[config.mk]
export PLATFORM = sky130hd
export DESIGN_NAME = stet_cell
export DESIGN_NICKNAME = d
export VERILOG_FILES = /design/src/rtl/stet_pkg.sv /design/src/rtl/stet_cell.sv
export SDC_FILE = /design/constraint.sdc
export NUM_CORES = 1
export LEC_CHECK = 0
export BUFFER_PORTS_ARGS = -buffer_cell sky130_fd_sc_hd__buf_2
export CORE_UTILIZATION = 39
export CTS_CLUSTER_DIAMETER = 120
export DETAILED_ROUTE_END_ITERATION = 16
export PLACE_DENSITY = 0.85
export SLEW_MARGIN = 20
export SYNTH_ARGS = -nofsm -noshare
export SYNTH_HDL_FRONTEND = slang
export SYNTH_SLANG_ARGS = --single-unit
[constraint.sdc]
create_clock -name clk -period 1.3 [get_ports clk]
set_input_delay 0.065 -clock clk [delete_from_list [all_inputs] [get_ports clk]]
set_output_delay 0.065 -clock clk [all_outputs]
set_load 0.05 [all_outputs]
[src/rtl/stet_pkg.sv]
// ----------------------------------------------------------------------------
// stet_pkg: shared definitions of the sorted two-level equation table
// Field widths, result codes, controller states and the cell control word.
// ----------------------------------------------------------------------------
package stet_pkg;

	localparam int ID_W             = 16;
	localparam int NUM_W            = 31;
	localparam int LEN_W            = 16;
	localparam int ENTRY_W          = NUM_W + LEN_W;
	localparam int DEF_MAX_PARTNERS = 16;
	localparam int DEF_MAX_EQUATIONS = 64;

	typedef enum logic [2:0] {
		ST_NEW_PARTNER    = 3'd0,
		ST_NEW_EQUATION   = 3'd1,
		ST_LENGTH_UPDATED = 3'd2,
		ST_PARTNERS_FULL  = 3'd3,
		ST_EQUATIONS_FULL = 3'd4
	} status_t;

	typedef enum logic [6:0] {
		S_IDLE   = 7'b0000001,
		S_FIND   = 7'b0000010,
		S_DECIDE = 7'b0000100,
		S_SCAN   = 7'b0001000,
		S_SHIFT  = 7'b0010000,
		S_PUT    = 7'b0100000,
		S_DONE   = 7'b1000000
	} state_t;

	typedef struct packed {
		logic take_prev;
		logic take_new;
		logic inc;
	} cell_ctl_t;

endpackage

[src/rtl/stet_cell.sv]
// ----------------------------------------------------------------------------
// stet_cell: one partner cell
// Holds a partner id, its equation row and its equation count, compares the
// id with the search key and takes its lower neighbor's contents on insert.
// ----------------------------------------------------------------------------
module stet_cell
	import stet_pkg::*;
#(
	parameter int RW = 4,
	parameter int CW = 7
) (
	input  logic            clk,
	input  cell_ctl_t       ctl,
	input  logic            valid,
	input  logic [ID_W-1:0] key,
	input  logic [ID_W-1:0] new_id,
	input  logic [RW-1:0]   new_row,
	input  logic [ID_W-1:0] prev_id,
	input  logic [RW-1:0]   prev_row,
	input  logic [CW-1:0]   prev_total,
	output logic [ID_W-1:0] id,
	output logic [RW-1:0]   row,
	output logic [CW-1:0]   total,
	output logic            lt,
	output logic            eq
);

	logic [ID_W-1:0] id_q;
	logic [RW-1:0]   row_q;
	logic [CW-1:0]   total_q;

	always_ff @(posedge clk) begin
		if (ctl.take_new) begin
			id_q    <= new_id;
			row_q   <= new_row;
			total_q <= CW'(1);
		end else if (ctl.take_prev) begin
			id_q    <= prev_id;
			row_q   <= prev_row;
			total_q <= prev_total;
		end else if (ctl.inc) begin
			total_q <= total_q + CW'(1);
		end
	end

	assign id    = id_q;
	assign row   = row_q;
	assign total = total_q;
	assign lt    = valid && (id_q < key);
	assign eq    = valid && (id_q == key);

endmodule

* Word-level counts from Yosys, hierarchy flattened
Index checks and enable logic that the tools add are counted.
** Storage, ports and cells
- Input port bits :: 68
- Register bits :: 27
** Cells by class
- Order comparisons :: 1
- Reductions and logical operators :: 4
- Add/subtract/negate cells :: 1
- Mux-type cells :: 6
- Eq/ne operators :: 1
** Operators with widths (count)
- two-way mux 16 bit :: 2
- == test 16 bit :: 1
- less-than comparator 16 bit :: 1
- two-way mux 7 bit :: 2
- two-way mux 4 bit :: 2
- adder 7 x 1 -> 7 bit, second input constant :: 1
- nonzero test 2 bit :: 2
- logical AND 1 bit :: 2

* Logic depth before layout (Yosys ltp)
- Depth after elaboration :: 3
- Mapped depth :: 6
- Depth with buffers taken out :: 6

* Worst setup path after synthesis
Ideal clock, no wire load.
- Kind :: register to output
- From :: reg id_q[7] (netlist: id[7])
- To :: out lt
- Arrival time :: 2.654 ns
- Path buffers :: 0
- Stages on the path, launching flop included :: 6
- Setup slack :: -1.419 ns
- Cell sequence :: edfxtp_1 ha_1 a21oi_1 o21ai_0 a221o_1 a211oi_1
** Between the ends
- Cells in the longest elaborated chain, start to end :: 2
** Ends and longest elaborated chain
- from (decl) :: line stet_cell.sv:28 : logic [ID_W-1:0] id_q;
- from (signal assigned) :: line stet_cell.sv:34 : id_q <= new_id;
- from (signal assigned) :: line stet_cell.sv:38 : id_q <= prev_id;
- less-than comparator 16 bit :: line stet_cell.sv:49 : assign lt = valid && (id_q < key);
- logical AND 1 bit :: line stet_cell.sv:49
- to (decl) :: line stet_cell.sv:24 : output logic lt,
No other way between the ends.

* Worst setup path in the final report
- From :: reg id_q[14] (netlist: id[14])
- To :: out eq
** Between the ends
- Cells in the longest elaborated chain, start to end :: 2
** Ends and longest elaborated chain
- == test 16 bit :: line stet_cell.sv:50 : assign eq = valid && (id_q == key);
- logical AND 1 bit :: line stet_cell.sv:50
- to (decl) :: line stet_cell.sv:25 : output logic eq
No other way between the ends.

==> results by stage <==
Power and ir drop:
- Per report_power, the clock group accounts for 19.4% of the total.
- In this run switching power makes up 35.6% of total power.
- Registers are responsible for 44.6% of the overall power.
- For this design the static power due to leakage is 0.00114 µW.
- In this run the power spent charging and discharging nets is 864 µW.
- The total power of the final layout is 2430 µW.
- The portion of total power attributed to combinational logic is 36.0%.
- IR analysis of the VDD net gives a maximum drop of 621 µV.
- The internal power of the cells totals 1560 µW.
- The total power per unit cell area is 1030 nW/µm².

Cells and area:
- The number of nets in the layout is 334.
- The ratio of cells with drive above 1 in the final layout is 56.9%.
- Leaving out filler cells and counting taps, the final layout contains 296.
- Once layout is complete, the utilization of the core stands at 61.9%.
- Once layout is done, the placed cells without fillers occupy 2350 µm².
- The antenna diode instance count is 0.
- The top cell types in the final layout, fill and taps aside, are buf_2, mux2_2, edfxtp_1, inv_1.
- The layout overhead on the synthesized area is 46.5%.
- Leaving out fill and tap cells, the most frequent cell in the layout is buf_2.

STA:
- After layout, the worst setup slack is -0.715 ns.
- The number of slew-limit violations in the final report is 0.
- The final count of negative-setup-slack endpoints is 2.
- The hold violation count in the final report was 0.
- Measured against its own limit, the worst slew margin works out to 67.7%.
- Setup repair after global routing could not meet its margin everywhere.
- The post-layout minimum cycle time is 2.01 ns.
- Across the routed clock network, the largest skew measured is 0.00636 ns.
- The slew at the pin closest to its max-slew limit is 0.484 ns.
- The final period utilization is 155%.
- The fmax is 496 MHz.

Placed design:
- The final weighted congestion of routability-driven global placement is 0.768.
- Once placement completed, the tool counted placed cells totaling 292.
- The cell area reported after detailed placement is 2220 µm².
- The number of port buffers is 96.
- Once detailed placement completed, the half-perimeter wirelength came to 2.88 mm.

Run status:
- The run finished, with violations left.
- The final reports fail on setup timing.

Floorplan:
- The initial standard-cell utilization of the core is 42.2%.
- The floorplan step defined a die boundary enclosing 4370 µm².
- The width of the die is 66.1 µm.
- The row count is 22.
- For this design the top-level I/O count stands at 97.
- The area inside the core boundary is 3800 µm².
- The die is 66.1 µm tall.

Logic synthesis:
- The number of instances in the synthesized netlist is 145.
- Counting flops and latches in the post-synthesis netlist gives 27.
- The count of yosys warnings during synthesis is 0.
- The synthesized netlist occupies a cell area of 1600 µm².
- The post-synthesis average cell area is 11.1 µm².
- The number of nets in the synthesized netlist is 230.
- After synthesis, flip-flops and latches occupy 46.2% of the total area.
- The number of distinct standard cells referenced by the synthesized netlist is 23.

Clock tree:
- The clock sink total is 27.
- TritonCTS built the clock tree.
- The clock latency of the later-clocked register in the worst-skew pair is 0.27 ns.
- The maximum buffer depth of the clock tree is 2.
- After clock tree synthesis, the clock-pin slew on the worst setup and hold paths is 0.10 ns.
- The total clock buffers created by CTS is 3.
- CTS built an H-tree with a depth of 1.
- Clock tree synthesis selected as its root buffer the cell clkbuf_8.

Global routing:
- The global-route usage over all layers is 17.6%.
- The wire length of the first global-routing pass is 5.80 mm.
- The via count of the first global-routing pass was 1410.
- Entering global routing, the biggest net connects 21 pins.
- The initial antenna violation count is 0.
- For this run the aggregate overflow at the end of global routing stands at 0.

Routing:
- After detailed routing, the number of vias per cell comes to 4.79.
- The first detailed-routing pass took 4 iterations.
- The average wire per cell in the routed design is 12.0 µm.
- The wire length after detailed routing is 3.55 mm.
- The starting DRC count in detailed routing is 18.
- Summing over every cut layer, the via total after detailed routing is 1419.
- For this run, design rule violations remaining after detail routing come to 0.
- The detail route stage leaves a number of antenna-violating nets equal to 0.

Critical path:
- The required time of the critical path is 1.24 ns.
- The type of element capturing the critical path is an output pin.
- The startpoint type of the worst setup path is a flip-flop.
- The worst path arrival time is 1.95 ns.
- The signal on the critical path passes through ha_4, nand4_1, nor4_4, and3_4, buf_4.
- Among all stages on the critical path, the largest delay is contributed by edfxtp_1.
- The count of buffering cells on the critical path with inverters included is 1.
- Grouping stages by cell kind, the critical path spends the most delay in simple AND/OR/NAND/NOR gates.
- The delay of the slowest cell on the worst path is 0.45 ns.
- In this run the worst path has a maximum fanout of 3.
- The classification of the worst setup path is reg2out.

Run:
- Across the run, the number of max-cap violations was 0.

Worst hold path:
- The type of the worst min-delay path is in2reg.
==> flip-flops by register name, summed over array words and instances (netlist names) <==
signal and flops:
id 16, row 4, total 7
==> cell type report <==
cell class / instances / area [µm²]
Multi-Input combinational cell: 96 / 883
Clock buffer: 3 / 41.3
Tap cell: 48 / 60.1
Inverter: 18 / 67.6
Fill cell: 324 / 1450
Sequential cell: 27 / 751
Clock inverter: 1 / 5.00
Timing Repair Buffer: 103 / 542
==> cells in the mapped netlist <==
library cell | instances | area [µm²]
or2_2 | 1 | 6.26
ha_1 | 17 | 213
mux2i_1 | 2 | 20.0
o21ai_0 | 3 | 15.0
nand3_1 | 1 | 5.00
edfxtp_1 | 20 | 601
nor2_1 | 7 | 26.3
xor2_1 | 2 | 17.5
inv_1 | 17 | 63.8
a21oi_1 | 10 | 50.1
mux2_2 | 20 | 225
nand4_1 | 7 | 43.8
a211oi_1 | 3 | 22.5
nand2b_1 | 2 | 12.5
nand2_1 | 11 | 41.3
buf_2 | 4 | 20.0
and3_1 | 3 | 18.8
nor4_1 | 1 | 6.26
xnor2_1 | 4 | 35.0
a221o_1 | 1 | 10.0
clkinv_1 | 1 | 3.75
dfxtp_1 | 7 | 140
a21o_1 | 1 | 7.51
==> through the flow <==
stage          TNS, ns  hold slack (ns)  worst slack, ns
2_1_floorplan    -1.44            0.193           -0.773
3_3_place_gp    -0.865            0.289           -0.445
3_5_place_dp    -0.986            0.297           -0.493
4_1_cts          -1.40          0.00861           -0.699
5_1_grt          -1.58           0.0368           -0.800
6_report         -1.41           0.0103           -0.715
==> worst register-to-register path, stage by stage, from the launching register on <==
cell      delay [ns]
dfxtp_4         0.39
ha_4            0.14
and3_1          0.15
nand4_1         0.11
xor2_1          0.16
a211oi_1        0.18
==> what timing repair did <==
item / CTS / global route
endpoints found under the setup margin: 2 / 2
hold buffers: 0 / 0
pin swaps: 3 / 3
resized for setup: 5 / 4
setup buffers: 0 / 0
==> worst paths after layout <==
kind                      start        to  slack [ns]  cells past startpoint
setup / recovery         id[14]        eq       -0.71                      5
hold / removal    prev_total[0]  total[0]        0.01                      3
setup reg to reg       total[0]  total[6]        0.09                      5
hold reg to reg        total[6]  total[6]        0.59                      2
==> kinds of logic after synthesis <==
kind of cell,synth area share [%]
mux,15.3
buf+inv,5.46
xor+xnor,3.28
flops,46.2
compound gates,6.55
fa+ha+maj,13.3
simple gates,9.98
==> per-layer routing <==
| metal | track usage, % | wire, µm | up-vias |
|---|---|---|---|
| met5 | 0 | 0 | - |
| li1 | - | - | 720 |
| met3 | 3.28 | 240 | 2 |
| met1 | 19.4 | 1430 | 646 |
| met4 | 6.38 | 29 | 0 |
| met2 | 32.9 | 1850 | 51 |
==> power groups by stage <==
stage / Clock (µW) / Sequential [µW] / Combinational [µW]
4_1_cts: 490 / 1080 / 861
6_report: 471 / 1080 / 873
3_5_place_dp: 0 / 1090 / 844
5_1_grt: 515 / 1090 / 943
2_1_floorplan: 0 / 1390 / 274
3_3_place_gp: 0 / 1090 / 828
Power figures use the tool's default switching activity.
